==> config.mk <==
export PLATFORM = sky130hd
export DESIGN_NAME = fm_tuner_preset_control
export DESIGN_NICKNAME = d
export VERILOG_FILES = /design/src/hw/rtl/fmtp_pkg.sv /design/src/hw/rtl/fmtp_ram.sv /design/src/hw/rtl/fmtp_result.sv /design/src/hw/rtl/fm_tuner_preset_control.sv
export SDC_FILE = /design/constraint.sdc
export NUM_CORES = 1
export LEC_CHECK = 0
export BUFFER_PORTS_ARGS = -buffer_cell sky130_fd_sc_hd__clkbuf_2
export CORE_MARGIN = 10
export CORE_UTILIZATION = 45
export CTS_CLUSTER_SIZE = 10
export DETAILED_ROUTE_END_ITERATION = 10
export GPL_ROUTABILITY_DRIVEN = 0
export PLACE_DENSITY = 0.71
export SYNTH_ARGS = -nofsm -noshare
export SYNTH_HDL_FRONTEND = slang
export SYNTH_SLANG_ARGS = --single-unit
==> constraint.sdc <==
create_clock -name aclk -period 6.5 [get_ports aclk]
set_input_delay 0.975 -clock aclk [delete_from_list [all_inputs] [get_ports aclk]]
set_output_delay 0.975 -clock aclk [all_outputs]
set_load 0.03 [all_outputs]
==> src/hw/rtl/fmtp_pkg.sv <==
// Shared types and constants for the FM tuner preset control block.
// No dependencies; imported by the core and the result stage.
package fmtp_pkg;

    localparam int SLOTS_DEFAULT  = 10;
    localparam int WORD_W         = 14;
    localparam int FREQ_W         = 18;
    localparam int SLOT_FIELD_W   = 4;
    localparam int ACT_W          = 4;
    localparam int CFG_INDEX_W    = 2;

    localparam logic [WORD_W-1:0] WORD_MIN_RESET = 14'd7018;
    localparam logic [WORD_W-1:0] WORD_MAX_RESET = 14'd8658;
    localparam logic [WORD_W-1:0] WORD_STEP      = 14'd8;
    localparam logic [WORD_W-1:0] WORD_SAT       = 14'h3FFF;

    // (w * 12500 - 225000) / 1000 equals (25 * w - 450) / 2 exactly,
    // and the subtraction goes negative below a word of 18.
    localparam logic [WORD_W-1:0] FREQ_MIN_WORD = 14'd18;
    localparam logic [WORD_W+4:0] FREQ_OFFSET   = 19'd450;

    typedef enum logic [ACT_W-1:0] {
        ACT_LOAD     = 4'd0,
        ACT_RESTORE  = 4'd1,
        ACT_MUTE_ON  = 4'd2,
        ACT_MUTE_OFF = 4'd3,
        ACT_STBY_OFF = 4'd4,
        ACT_STBY_ON  = 4'd5,
        ACT_UP       = 4'd6,
        ACT_DOWN     = 4'd7,
        ACT_SAVE     = 4'd8,
        ACT_MODE     = 4'd9,
        ACT_NONE     = 4'd10
    } action_t;

    typedef enum logic [CFG_INDEX_W-1:0] {
        CFG_WORD_MIN = 2'd0,
        CFG_WORD_MAX = 2'd1
    } cfg_index_t;

    typedef enum logic [1:0] {
        ST_IDLE   = 2'b01,
        ST_UPDATE = 2'b10
    } state_t;

    typedef struct packed {
        logic [WORD_W-1:0]       tune_word;
        logic                    mute_on;
        logic                    standby_on;
        logic                    preset_mode;
        logic [SLOT_FIELD_W-1:0] current_slot;
        logic                    store_write;
    } result_t;

endpackage

==> src/hw/rtl/fmtp_ram.sv <==
// Generic single-port-write, single-port-read RAM with a registered read.
// Stand-alone; used for the preset table.
module fmtp_ram #(
    parameter int WIDTH = 14,
    parameter int DEPTH = 10
) (
    input  logic                     aclk,
    input  logic                     we,
    input  logic [$clog2(DEPTH)-1:0] waddr,
    input  logic [WIDTH-1:0]         wdata,
    input  logic                     re,
    input  logic [$clog2(DEPTH)-1:0] raddr,
    output logic [WIDTH-1:0]         rdata
);

    logic [WIDTH-1:0] mem [DEPTH];

    always_ff @(posedge aclk) begin
        if (we) begin
            mem[waddr] <= wdata;
        end
        if (re) begin
            rdata <= mem[raddr];
        end
    end

endmodule

==> src/hw/rtl/fmtp_result.sv <==
// Result register stage: converts the tune word to kHz and holds the word.
// Depends on fmtp_pkg.
module fmtp_result (
    input  logic                                aclk,
    input  logic                                aresetn,
    input  logic                                in_valid,
    output logic                                in_ready,
    input  fmtp_pkg::result_t                   in_result,
    output logic                                m_valid,
    input  logic                                m_ready,
    output logic [fmtp_pkg::WORD_W-1:0]         m_tune_word,
    output logic [fmtp_pkg::FREQ_W-1:0]         m_freq_khz,
    output logic                                m_mute_on,
    output logic                                m_standby_on,
    output logic                                m_preset_mode,
    output logic [fmtp_pkg::SLOT_FIELD_W-1:0]   m_current_slot,
    output logic                                m_store_write
);
    import fmtp_pkg::*;

    logic                 m_valid_reg;
    result_t              res_reg;
    logic [FREQ_W-1:0]    freq_reg;
    logic [WORD_W+4:0]    times25;
    logic [WORD_W+4:0]    diff;
    logic [FREQ_W-1:0]    freq_next;

    assign times25 = {in_result.tune_word, 5'b0} - {2'b0, in_result.tune_word, 3'b0}
                   + {5'b0, in_result.tune_word};
    assign diff = times25 - FREQ_OFFSET;

    always_comb begin
        if (in_result.tune_word < FREQ_MIN_WORD) begin
            freq_next = '0;
        end else begin
            freq_next = diff[FREQ_W:1];
        end
    end

    assign in_ready = !m_valid_reg || m_ready;

    always_ff @(posedge aclk) begin
        if (!aresetn) begin
            m_valid_reg <= 1'b0;
        end else if (in_valid && in_ready) begin
            m_valid_reg <= 1'b1;
        end else if (m_ready) begin
            m_valid_reg <= 1'b0;
        end
    end

    always_ff @(posedge aclk) begin
        if (in_valid && in_ready) begin
            res_reg  <= in_result;
            freq_reg <= freq_next;
        end
    end

    assign m_valid        = m_valid_reg;
    assign m_tune_word    = res_reg.tune_word;
    assign m_freq_khz     = freq_reg;
    assign m_mute_on      = res_reg.mute_on;
    assign m_standby_on   = res_reg.standby_on;
    assign m_preset_mode  = res_reg.preset_mode;
    assign m_current_slot = res_reg.current_slot;
    assign m_store_write  = res_reg.store_write;

endmodule

==> src/hw/rtl/fm_tuner_preset_control.sv <==
// FM tuner preset control: one word per action, reporting word, kHz and flags.
// Flow: an accepted word starts its preset RAM read as it is taken, and is applied
// in the update state, where its result word is registered onto the output once
// the output stage is ready. A new word is taken only after the last one commits.
// Reset: flags, slot, word and limits return to their defaults and every table
// entry reads as zero through per-entry valid bits; no clearing pass is needed.
module fm_tuner_preset_control #(
    parameter int SLOTS = fmtp_pkg::SLOTS_DEFAULT
) (
    input  logic                                aclk,
    input  logic                                aresetn,
    input  logic                                s_valid,
    output logic                                s_ready,
    input  logic [fmtp_pkg::ACT_W-1:0]          s_action,
    input  logic [fmtp_pkg::SLOT_FIELD_W-1:0]   s_slot_number,
    input  logic [fmtp_pkg::WORD_W-1:0]         s_entry_word,
    output logic                                m_valid,
    input  logic                                m_ready,
    output logic [fmtp_pkg::WORD_W-1:0]         m_tune_word,
    output logic [fmtp_pkg::FREQ_W-1:0]         m_freq_khz,
    output logic                                m_mute_on,
    output logic                                m_standby_on,
    output logic                                m_preset_mode,
    output logic [fmtp_pkg::SLOT_FIELD_W-1:0]   m_current_slot,
    output logic                                m_store_write,
    input  logic                                cfg_valid,
    output logic                                cfg_ready,
    input  logic [fmtp_pkg::CFG_INDEX_W-1:0]    cfg_index,
    input  logic [fmtp_pkg::WORD_W-1:0]         cfg_data
);
    import fmtp_pkg::*;

    localparam int ADDR_W = $clog2(SLOTS);
    localparam logic [SLOT_FIELD_W:0]   SLOTS_V   = (SLOT_FIELD_W+1)'(SLOTS);
    localparam logic [SLOT_FIELD_W-1:0] SLOT_LAST = SLOT_FIELD_W'(SLOTS - 1);

    state_t                  state_reg, state_next;
    action_t                 act_reg;
    logic [SLOT_FIELD_W-1:0] slot_in_reg;
    logic [WORD_W-1:0]       entry_reg;
    logic [SLOT_FIELD_W-1:0] rd_slot_reg, rd_slot;
    logic                    rd_valid_reg;

    logic [SLOT_FIELD_W-1:0] slot_reg, slot_next;
    logic [WORD_W-1:0]       word_reg, word_next;
    logic                    preset_reg, preset_next;
    logic                    mute_reg, mute_next;
    logic                    standby_reg, standby_next;
    logic [WORD_W-1:0]       min_reg, max_reg;
    logic [SLOTS-1:0]        valid_reg;

    logic                    accept, commit;
    logic [SLOT_FIELD_W:0]   slot_inc;
    logic [WORD_W:0]         word_sum;
    logic [WORD_W-1:0]       ram_rdata, table_word;
    logic                    wr_en;
    logic [SLOT_FIELD_W-1:0] wr_slot;
    logic [WORD_W-1:0]       wr_data;
    logic                    store_next;
    logic                    out_ready;
    result_t                 result;

    assign s_ready   = (state_reg == ST_IDLE);
    assign accept    = s_valid && s_ready;
    assign commit    = (state_reg == ST_UPDATE) && out_ready;
    assign cfg_ready = 1'b1;

    // Table slot the action will need, read while the word is accepted.
    assign slot_inc = {1'b0, slot_reg} + (SLOT_FIELD_W+1)'(1);
    always_comb begin
        rd_slot = '0;
        case (s_action)
            ACT_RESTORE: rd_slot = ({1'b0, s_slot_number} < SLOTS_V) ? s_slot_number : '0;
            ACT_UP:      rd_slot = (slot_inc < SLOTS_V) ? slot_inc[SLOT_FIELD_W-1:0] : SLOT_LAST;
            ACT_DOWN:    rd_slot = (slot_reg != '0) ? slot_reg - SLOT_FIELD_W'(1) : slot_reg;
            default:     rd_slot = '0;
        endcase
    end

    always_comb begin
        unique case (state_reg)
            ST_IDLE:   state_next = accept ? ST_UPDATE : ST_IDLE;
            ST_UPDATE: state_next = commit ? ST_IDLE : ST_UPDATE;
            default:   state_next = ST_IDLE;
        endcase
    end

    // Entries never written read as zero.
    assign table_word = rd_valid_reg ? ram_rdata : '0;
    assign word_sum   = {1'b0, word_reg} + {1'b0, WORD_STEP};

    always_comb begin
        slot_next    = slot_reg;
        word_next    = word_reg;
        preset_next  = preset_reg;
        mute_next    = mute_reg;
        standby_next = standby_reg;
        wr_en        = 1'b0;
        wr_slot      = slot_reg;
        wr_data      = word_reg;
        store_next   = 1'b0;
        unique case (act_reg)
            ACT_LOAD: begin
                wr_slot = slot_in_reg;
                wr_data = entry_reg;
                wr_en   = ({1'b0, slot_in_reg} < SLOTS_V);
            end
            ACT_STBY_OFF: standby_next = 1'b0;
            ACT_STBY_ON:  standby_next = 1'b1;
            ACT_RESTORE: begin
                if (!standby_reg) begin
                    slot_next   = rd_slot_reg;
                    preset_next = 1'b1;
                    mute_next   = 1'b0;
                    word_next   = table_word;
                end
            end
            ACT_MUTE_ON:  if (!standby_reg) mute_next = 1'b1;
            ACT_MUTE_OFF: if (!standby_reg) mute_next = 1'b0;
            ACT_UP: begin
                if (!standby_reg) begin
                    if (preset_reg) begin
                        slot_next = rd_slot_reg;
                        word_next = table_word;
                    end else if (word_reg < max_reg) begin
                        word_next = word_sum[WORD_W] ? WORD_SAT : word_sum[WORD_W-1:0];
                    end
                end
            end
            ACT_DOWN: begin
                if (!standby_reg) begin
                    if (preset_reg) begin
                        slot_next = rd_slot_reg;
                        word_next = table_word;
                    end else if (word_reg > min_reg) begin
                        word_next = (word_reg >= WORD_STEP) ? word_reg - WORD_STEP : '0;
                    end
                end
            end
            ACT_SAVE: begin
                if (!standby_reg) begin
                    preset_next = 1'b1;
                    wr_en       = 1'b1;
                    store_next  = 1'b1;
                end
            end
            ACT_MODE: begin
                if (!standby_reg) begin
                    preset_next = !preset_reg;
                    if (!preset_reg) begin
                        slot_next = rd_slot_reg;
                        word_next = table_word;
                    end
                end
            end
            default: ;
        endcase
    end

    always_ff @(posedge aclk) begin
        if (!aresetn) begin
            state_reg   <= ST_IDLE;
            slot_reg    <= '0;
            word_reg    <= '0;
            preset_reg  <= 1'b1;
            mute_reg    <= 1'b0;
            standby_reg <= 1'b0;
            valid_reg   <= '0;
        end else begin
            state_reg <= state_next;
            if (commit) begin
                slot_reg    <= slot_next;
                word_reg    <= word_next;
                preset_reg  <= preset_next;
                mute_reg    <= mute_next;
                standby_reg <= standby_next;
                if (wr_en) begin
                    valid_reg[wr_slot[ADDR_W-1:0]] <= 1'b1;
                end
            end
        end
    end

    always_ff @(posedge aclk) begin
        if (!aresetn) begin
            min_reg <= WORD_MIN_RESET;
            max_reg <= WORD_MAX_RESET;
        end else if (cfg_valid && cfg_ready) begin
            case (cfg_index)
                CFG_WORD_MIN: min_reg <= cfg_data;
                CFG_WORD_MAX: max_reg <= cfg_data;
                default: ;
            endcase
        end
    end

    always_ff @(posedge aclk) begin
        if (accept) begin
            act_reg      <= action_t'(s_action);
            slot_in_reg  <= s_slot_number;
            entry_reg    <= s_entry_word;
            rd_slot_reg  <= rd_slot;
            rd_valid_reg <= valid_reg[rd_slot[ADDR_W-1:0]];
        end
    end

    fmtp_ram #(
        .WIDTH (WORD_W),
        .DEPTH (SLOTS)
    ) u_table (
        .aclk  (aclk),
        .we    (commit && wr_en),
        .waddr (wr_slot[ADDR_W-1:0]),
        .wdata (wr_data),
        .re    (accept),
        .raddr (rd_slot[ADDR_W-1:0]),
        .rdata (ram_rdata)
    );

    assign result.tune_word    = word_next;
    assign result.mute_on      = mute_next;
    assign result.standby_on   = standby_next;
    assign result.preset_mode  = preset_next;
    assign result.current_slot = slot_next;
    assign result.store_write  = store_next;

    fmtp_result u_result (
        .aclk           (aclk),
        .aresetn        (aresetn),
        .in_valid       (state_reg == ST_UPDATE),
        .in_ready       (out_ready),
        .in_result      (result),
        .m_valid        (m_valid),
        .m_ready        (m_ready),
        .m_tune_word    (m_tune_word),
        .m_freq_khz     (m_freq_khz),
        .m_mute_on      (m_mute_on),
        .m_standby_on   (m_standby_on),
        .m_preset_mode  (m_preset_mode),
        .m_current_slot (m_current_slot),
        .m_store_write  (m_store_write)
    );

    a_accept_update: assert property (@(posedge aclk) disable iff (!aresetn)
        accept |=> (state_reg == ST_UPDATE))
        else $error("accepted word did not enter the update cycle");

    a_slot_range: assert property (@(posedge aclk) disable iff (!aresetn)
        ({1'b0, slot_reg} < SLOTS_V))
        else $error("current slot outside the table");

    a_store_save: assert property (@(posedge aclk) disable iff (!aresetn)
        (commit && store_next) |-> (act_reg == ACT_SAVE && !standby_reg))
        else $error("store flagged for an action other than save");

    a_write_commit: assert property (@(posedge aclk) disable iff (!aresetn)
        (commit && wr_en) |=> valid_reg[$past(wr_slot[ADDR_W-1:0])])
        else $error("table write did not mark its entry valid");

endmodule
## After elaboration in Yosys (flattened, before gate mapping)

Memory sizes are Yosys's and may differ from the RTL's. A register that Yosys moved wholly into a read port is not among the register bits.
Index checks and enable logic that the tools add are counted.
W data, S select, Z words.

- $add $sub $neg: 7
- Order comparisons: 10
- Equal/unequal tests: 15
- Multiplexer cells: 45
- Bitwise operators: 1
- Reductions and logical operators: 17

Operator list:

| cell | count |
|---|---|
| $mux W14 | 13 |
| $pmux W14 S4 | 1 |
| $mux W4 | 9 |
| $eq A4 B3 Y1 const B | 6 |
| $pmux W4 S3 | 2 |
| $add A19 B14 Y19 | 1 |
| $sub A19 B17 Y19 | 1 |
| $sub A19 B9 Y19 const B | 1 |
| $add A14 B4 Y15 const B | 1 |
| $ge A14 B4 Y1 const B | 1 |
| $gt A14 B14 Y1 | 1 |
| $lt A14 B14 Y1 | 1 |
| $lt A14 B5 Y1 const B | 1 |
| $sub A14 B4 Y14 const B | 1 |
| $mux W1 | 11 |
| $lt A4 B5 Y1 const B | 2 |
| $or A10 B10 Y10 | 1 |
| $eq A4 B1 Y1 const B | 2 |
| $eq A4 B2 Y1 const B | 2 |
| $eq A4 B4 Y1 const B | 2 |
| $lt A4 B4 Y1 const B | 2 |
| $pmux W1 S2 | 4 |
| $reduce_and A2 Y1 | 3 |
| $reduce_or A2 Y1 | 3 |
| 17 further kinds | 23 |

- Register bits after elaboration: 129
- Memory bits (writable): 140
- Bits of input ports: 43
- Output and inout port bits: 43
- Logic and storage cells: 118
- Memories kept: 1

Memories:

| memory | words | bits a word | read ports | clocked after Yosys merged registers in | write ports | line | text |
|---|---|---|---|---|---|---|---|
| u_table.mem | 10 | 14 | 1 | 1 | 1 | fmtp_ram.sv:16 | `logic [WIDTH-1:0] mem [DEPTH];` |

## Logic depth before layout (Yosys ltp)

Gate-level depths: netlist of the first run.

- Word-level depth: 9
- Gate-level depth with buffers: 25
- Mapped depth without buffers: 25

## Modules after synthesis

Synthesis of the first run repeated with hierarchy kept, for this count alone.

- Cell total of the unflattened synthesis: 1328
- Area total of the unflattened synthesis: 15041.9 µm²

Modules (own cells, without submodules):

| module | times used | cells each | area an instance (µm²) | sequential area each (µm²) |
|---|---|---|---|---|
| fm_tuner_preset_control | 1 | 763 | 6241.0 | 2031.9 |
| fmtp_ram | 1 | 315 | 6014.5 | 4624.4 |
| fmtp_result | 1 | 250 | 2786.4 | 1221.2 |

## Worst setup path after synthesis of the first run

No wires, ideal clock.

- Path type: reg2reg
- Start point: reg word_reg[4]
- End point: reg u_result.freq_reg[17], in the netlist u_result.m_freq_khz[17], data pin
- Library setup time: 254 ps
- Arrival: 5632 ps
- Data required time: 6246 ps
- Slack: 614 ps
- Stages on the path, launching flop included: 24
- Cells stage by stage: dfxtp_1 ha_1 a21o_1 a221oi_1 o21a_1 clkbuf_1 mux2_2 mux2_2 o211ai_1 inv_1 ha_1 inv_1 ha_1 ha_1 nor2b_1 o21ai_0 a21oi_1 o41a_1 a41o_1 o41ai_1 o21ai_0 a31oi_1 xnor2_1 nor2_1

RTL lines:

| element | line | text |
|---|---|---|
| from (decl) | fm_tuner_preset_control.sv:45 | `logic [WORD_W-1:0] word_reg, word_next;` |
| from (signal assigned) | fm_tuner_preset_control.sv:173 | `word_reg <= word_next;` |
| to (signal assigned) | fmtp_result.sv:55 | `freq_reg <= freq_next;` |
| to (decl) | fmtp_result.sv:23 | `logic [FREQ_W-1:0] freq_reg;` |

## Final worst setup path of the first run

- Start point: reg word_reg[3]
- End point: reg u_result.freq_reg[17], in the netlist u_result.m_freq_khz[17], data pin

- Longest elaborated chain between the ends: 9

Ends and longest elaborated chain:

| element | line | text |
|---|---|---|
| $add A14 B4 Y15 (tied with other cells) | fm_tuner_preset_control.sv:90 | `assign word_sum = {1'b0, word_reg} + {1'b0, WORD_STEP};` |
| $mux W14, on equally long branches | fm_tuner_preset_control.sv:126, fm_tuner_preset_control.sv:136 |  |
| $mux W14, on equally long branches | fm_tuner_preset_control.sv:125, fm_tuner_preset_control.sv:135 |  |
| $mux W14, on equally long branches | fm_tuner_preset_control.sv:122, fm_tuner_preset_control.sv:132 |  |
| $mux W14, on equally long branches | fm_tuner_preset_control.sv:121, fm_tuner_preset_control.sv:131 |  |
| $pmux W14 S4 (*) | fm_tuner_preset_control.sv:102 | `unique case (act_reg)` |
| $sub A19 B17 Y19 | fmtp_result.sv:28 | `assign times25 = {in_result.tune_word, 5'b0} - {2'b0, in_result.tune_word, 3'b0}` |
| $add A19 B14 Y19 | fmtp_result.sv:29 | `+ {5'b0, in_result.tune_word};` |
| $sub A19 B9 Y19 | fmtp_result.sv:30 | `assign diff = times25 - FREQ_OFFSET;` |

Mark *: on every way between the ends. The rest lies on a longest branch, timed or not.
A chain may end at the register's enable or synchronous reset.

==> flow_metrics.py, run 1 <==
metrics = {
    "layout": {
        "finalNetCount": 1609,
        "stdcell_area_mm2": 0.0168,
        "drive_above_1_share_pct": 16.1,
        "antenna_cells": 0,
        "largest_reg_flops": 140,
        "regMostFlops": "u_table.mem",
        "area_growth_pct": 13.9,
    },
    "setup_path": {
        "crit_required_ns": 6.74,
        "rr_startpoint": "word_reg[3]",
        "r2r_setup_slack_ns": 0.63,
        "crit_start": "word_reg[3]",
        "cp.arrival_ns": 6.12,
        "cp_max_fo": 12,
        "ff2ff_path_depth": 22,
        "worst-setup-path-type": "register to register",
        "r2r_end": "u_result.m_freq_khz[17]",
        "cp-endpoint": "u_result.m_freq_khz[17]",
        "crit_path_start_kind": "register",
        "critPathCaptureType": "register",
    },
    "die": {
        "start_util_pct": 45.5,
        "rows": 66,
        "io-pin-count": 86,
        "core_area_mm2": 0.0325,
        "die_h_um": 201,
        "die-area_mm2": 0.0405,
        "die-width_um": 201,
    },
    "sta": {
        "setup_violations": 0,
        "tns_ns": 0,
        "grt_setup_unrepaired": "false",
        "max_freq_mhz": 170,
        "worst_slew_pin_slew_ns": 1.22,
        "slew_violations": 0,
        "worst_clock_skew_ns": 0.0215,
        "fin_crit_sh_pct": 90.3,
        "max-slew-margin-rel_pct": 18.7,
        "fin_crit_ns": 5.87,
        "finalHoldViolCount": 0,
    },
    "clock_network": {
        "cts.path.max_buffers": 3,
        "hold_buffers": 0,
        "clkSinkCount": 283,
        "cts_tree": "built",
        "clock-root-buffer": "clkbuf_16",
        "h-tree-depth": 2,
        "post_cts_resized": 0,
        "insertion_delay_ns": 0.54,
        "cts_buffers": 34,
        "postCtsSetupBuffers": 0,
        "path_clk_slew_ns": 0.06,
    },
    "synthesis": {
        "syn-num-nets": 1524,
        "synthTopCellsByArea": "edfxtp_1 45%, dfxtp_1 8.4%, ha_1 6.0%",
        "yosysUniqueCellTypes": 79,
        "syn_area_mm2": 0.0148,
        "ys_warn_count": 0,
        "yosysTopAreaCell": "edfxtp_1",
        "synth_edf_count": 221,
        "syn_area_per_cell_um2": 10.5,
        "yosys-top-cells-count": "221 x edfxtp_1, 186 x nand2_1, 141 x nor2_1",
        "ys_ff_latch": 283,
        "yosysTopAreaCellShare_pct": 44.9,
        "yosysMostFrequentCell": "edfxtp_1",
        "ys.flop_type": "edfxtp_1",
        "ys_seq_area_share_pct": 53.3,
        "synth-async-reset-ratio_pct": 0,
        "synthCells": 1402,
    },
    "global_route": {
        "grt_pass1_vias": 11200,
        "grt_pass1_wl_mm": 59.7,
        "grt_max_degree": 64,
        "grt.total_usage_pct": 18.1,
        "grt_remaining_overflow": 0,
        "antenna_found_initial": 0,
    },
    "routing": {
        "drc_errors": 0,
        "postRouteAntennaNets": 0,
        "via_per_inst": 5.74,
        "routed_wl_mm": 37.9,
        "drt_pass1_iterations": 5,
        "drt_iter0_drc": 1050,
        "num_vias": 11200,
        "wire_per_inst_um": 19.4,
    },
    "placement": {
        "placed_area_mm2": 0.0158,
        "portBuffers": 84,
        "post-dp-hpwl_mm": 25.5,
    },
    "run_status": {
        "outcome": "finished clean",
    },
    "pwr": {
        "power_density_mw_per_mm2": 285,
        "power.leakage_nw": 6.46,
        "finalPower_w": 0.00479,
        "peakVddDrop_mv": 0.194,
    },
    "job": {
        "drv_cap": 0,
    },
    "hold_path": {
        "hp-class": "register to register",
    },
}
## cell families after synthesis
group / after synthesis / synth area share (%)
AOI/OAI and AO/OA: 309 / 13.6
xor gates and xnor gates: 21 / 1.24
adders and majority gates: 79 / 7.10
buffers and inverters: 168 / 4.56
DFF: 283 / 53.3
muxes: 88 / 6.43
other: 1 / 0.0254
and+or+nand+nor: 453 / 13.8
## cell type report
type	instances	area (um2)
fillers	2863	15600
clock buffers	58	951
clock inverters	3	58.8
repair buffers	128	751
well taps	442	553
flip-flops and latches	283	7880
multi-input cells	951	6300
inverters	89	334
## per-stage QoR
stage          utilization (%)  hold slack (ns)  cells  setup WS, ns
4_1_cts                   51.8            0.455   1954         0.465
6_report                  51.9            0.455   1954         0.627
3_3_place_gp              48.7            0.442   1893         0.578
3_5_place_dp              48.7            0.447   1893         0.511
5_1_grt                   51.9            0.478   1954         0.167
2_1_floorplan                -            0.432   1402         0.614
## cell usage in the layout, fill, tap and decap left out, types with 8 or more instances in the layout
| master | netlist | final |
|---|---|---|
| buf_4 | 1 | 44 |
| nor2_2 | 0 | 10 |
| ha_1 | 71 | 71 |
| a21o_1 | 9 | 9 |
| nor3b_1 | 10 | 9 |
| edfxtp_1 | 221 | 221 |
| a211oi_1 | 11 | 11 |
| o31ai_1 | 8 | 8 |
| clkbuf_1 | 61 | 23 |
| inv_1 | 87 | 86 |
| a31oi_1 | 20 | 20 |
| clkbuf_16 | 0 | 34 |
| nor3_1 | 27 | 26 |
| xor2_1 | 9 | 9 |
| dfxtp_1 | 62 | 62 |
| clkbuf_2 | 0 | 84 |
| xnor2_1 | 12 | 12 |
| nor2b_1 | 8 | 8 |
| nand2_1 | 186 | 186 |
| o21ai_0 | 60 | 59 |
| mux2_2 | 45 | 45 |
| a211o_1 | 17 | 17 |
| mux2i_1 | 42 | 42 |
| o211ai_1 | 34 | 34 |
| a21oi_1 | 91 | 90 |
| nand3_1 | 23 | 23 |
| nor2_1 | 141 | 131 |
| fa_1 | 8 | 8 |
| and3_1 | 12 | 12 |
## layer usage
metal	global-route usage [%]	wire length, um
met4	6.60	1140
met5	0	0
met3	3.65	3200
met1	21.9	15100
met2	31.3	18500
## where the power goes
part           internal, W  switching (W)
Combinational     0.000376       0.000580
Sequential         0.00206      0.0000436
Clock              0.00101       0.000730
## worst min path at each step
stage / start / end / slack, ns / cells after the start
2_1_floorplan: max_reg[0] / max_reg[0] / 0.43 / 2
3_3_place_gp: mute_reg / mute_reg / 0.44 / 2
3_5_place_dp: min_reg[2] / min_reg[2] / 0.45 / 2
4_1_cts: min_reg[2] / min_reg[2] / 0.45 / 2
5_1_grt: max_reg[12] / max_reg[12] / 0.48 / 2
6_report: min_reg[2] / min_reg[2] / 0.45 / 2
## worst max-delay path, cell delays in order, from the launching register on
cell	delay, ns
dfxtp_1	0.34
buf_4	0.19
or4_4	0.58
nor4_4	0.56
nand2_1	0.20
o22a_1	0.24
o31a_1	0.28
a21oi_1	0.23
inv_1	0.09
ha_1	0.18
inv_1	0.06
ha_1	0.23
ha_1	0.33
nor2b_1	0.15
o21ai_0	0.20
a21oi_1	0.14
o41a_1	0.35
a41o_1	0.28
o41ai_2	0.30
o21ai_0	0.21
a31oi_1	0.24
xnor2_1	0.14
nor2_1	0.06
Power figures use the tool's default switching activity.
==> run 2, diff against run 1 <==
Settings changed: CORE_ASPECT_RATIO set to 1.5, MAX_ROUTING_LAYER set to met4.
==> run 2 against run 1 <==
Global-route usage rose by 1.2 points; die area rose by 0.37%; sequential share of layout area rose by 0.091 points; fmax fell by 2.6%; setup slack got worse by 0.16 ns; clock power fell by 2%; sequential cell count did not move; critical path depth fell by 1; register-to-register slack got worse by 0.16 ns; clock skew fell by 0.00074 ns; critical path type unchanged.
==> flow_metrics.py, run 2 (synthesized netlist as in run 1, its figures left out) <==
metrics = {
    "layout": {
        "antenna_cells": 0,
        "finalNonFillerCells": 1925,
        "mostFrequentLayoutCell": "edfxtp_1",
        "finalNetCount": 1612,
        "drive_above_1_share_pct": 16.4,
        "area_growth_pct": 13.7,
        "regMostFlops": "u_table.mem",
        "layout_common_cells": "221 x edfxtp_1, 186 x nand2_1, 131 x nor2_1, 91 x a21oi_1, 86 x inv_1",
        "largest_reg_flops": 140,
    },
    "global_route": {
        "grt_remaining_overflow": 0,
        "grt_pass1_wl_mm": 61.6,
        "grt_max_degree": 76,
        "grt.total_usage_pct": 19.3,
        "grt_pass1_vias": 11400,
        "antenna_found_initial": 0,
    },
    "setup_path": {
        "r2r_end": "u_result.m_freq_khz[17]",
        "rr_startpoint": "word_reg[3]",
        "crit_required_ns": 6.77,
        "cp.arrival_ns": 6.29,
        "cp_max_fo": 12,
        "critPathCaptureType": "register",
        "crit_path_start_kind": "register",
        "r2r_setup_slack_ns": 0.47,
        "worst-setup-path-type": "register to register",
        "ff2ff_path_depth": 21,
        "crit_start": "word_reg[3]",
    },
    "clock_network": {
        "h-tree-depth": 2,
        "insertion_delay_ns": 0.53,
        "cts_tree": "built",
        "clkSinkCount": 283,
        "path_clk_slew_ns": 0.06,
        "clock-root-buffer": "clkbuf_16",
        "cts_buffers": 34,
        "postCtsSetupBuffers": 0,
        "cts.path.max_buffers": 3,
    },
    "routing": {
        "wire_per_inst_um": 20.3,
        "postRouteAntennaNets": 0,
        "via_per_inst": 5.86,
        "drt_iter0_drc": 1046,
        "drc_errors": 0,
        "routed_wl_mm": 39.1,
        "drt_pass1_iterations": 8,
        "num_vias": 11300,
    },
    "sta": {
        "tns_ns": 0,
        "fin_crit_sh_pct": 92.7,
        "slew_violations": 0,
        "fin_crit_ns": 6.03,
        "worst_slew_pin_slew_ns": 1.17,
        "worst_clock_skew_ns": 0.0207,
        "max-slew-margin-rel_pct": 21.8,
        "setup_violations": 0,
        "finalHoldViolCount": 0,
        "grt_setup_unrepaired": "false",
        "max_freq_mhz": 166,
    },
    "pwr": {
        "seq_power_share_pct": 44.1,
        "intPower_w": 0.00341,
        "peakVddDrop_mv": 0.179,
        "switchingPower_w": 0.00135,
        "power_density_mw_per_mm2": 284,
        "power.leakage_nw": 6.47,
        "swShare_pct": 28.3,
        "pwr-share-clk_pct": 35.7,
        "comb_power_share_pct": 20.2,
    },
    "placement": {
        "place_inst": 1869,
        "portBuffers": 84,
        "post-dp-hpwl_mm": 26.9,
    },
    "die": {
        "rows": 81,
        "die-area_mm2": 0.0406,
        "die_h_um": 242,
        "die-width_um": 168,
        "core_area_mm2": 0.0325,
        "io-pin-count": 86,
        "start_util_pct": 45.4,
    },
    "run_status": {
        "outcome": "finished clean",
    },
    "hold_path": {
        "hp-class": "register to register",
        "min_path_cells": 2,
        "min-delay-start": "min_reg[4]",
        "hold_end": "min_reg[4]",
    },
    "job": {
        "drv_cap": 0,
    },
}
==> run 2: cell type report <==
cell class	count	area (um2)
Tap cell	415	519
Timing Repair Buffer	131	786
Clock inverter	5	67.6
Multi-Input combinational cell	951	6300
Clock buffer	51	915
Fill cell	2844	15700
Sequential cell	283	7880
Inverter	89	334
==> run 2: what timing repair did <==
action,CTS,global route
gates resized for setup,0,2
setup endpoints to repair,0,1
hold buffers,0,0
==> run 2: power groups by stage <==
stage          Sequential, W  Clock (W)  Combinational [W]
6_report             0.00210    0.00170           0.000960
5_1_grt              0.00210    0.00181            0.00109
4_1_cts              0.00210    0.00173           0.000955
3_5_place_dp         0.00214          0           0.000948
3_3_place_gp         0.00213          0           0.000927
2_1_floorplan        0.00213          0           0.000720
==> run 2: layer usage <==
layer | track usage [%] | up-vias | wire (um)
met2 | 33.6 | 466 | 20200
li1 | - | 5271 | -
met5 | - | - | 0
met3 | 3.13 | 181 | 2380
met1 | 19.4 | 5366 | 13900
met4 | 12.9 | 0 | 2630
==> run 2: critical path, stage by stage, from the launching register on <==
cell,delay (ns)
dfxtp_1,0.37
buf_4,0.23
nor4b_1,0.71
nor4_4,0.10
buf_4,0.21
inv_1,0.14
and4b_1,0.21
a32oi_1,0.05
a31oi_1,0.77
inv_1,0.21
ha_1,0.37
fa_1,0.51
inv_1,0.04
ha_1,0.36
nand3_1,0.10
nand2_1,0.05
a41o_1,0.21
o41ai_1,0.42
o21ai_0,0.25
a31oi_1,0.25
xnor2_1,0.14
nor2_1,0.05
==> run 2: per-stage QoR <==
step	setup slack (ns)	util, %	power (W)	hold slack, ns	cell area [um2]
after CTS	0.373	51.6	0.00478	0.457	16800
after floorplan	0.614	-	0.00285	0.432	14800
final	0.472	51.6	0.00476	0.458	16800
after global placement	0.530	48.6	0.00306	0.442	15800
after global routing	0.0107	51.6	0.00500	0.481	16800
after detailed placement	0.403	48.6	0.00308	0.450	15800
==> run 2: worst max-delay path by stage <==
stage / endpoint / slack [ns]
after floorplan: u_result.m_freq_khz[17] / 0.61
after global placement: u_result.m_freq_khz[17] / 0.53
after detailed placement: u_result.m_freq_khz[17] / 0.40
after CTS: u_result.m_freq_khz[17] / 0.37
after global routing: u_result.m_freq_khz[17] / 0.01
final: u_result.m_freq_khz[17] / 0.47
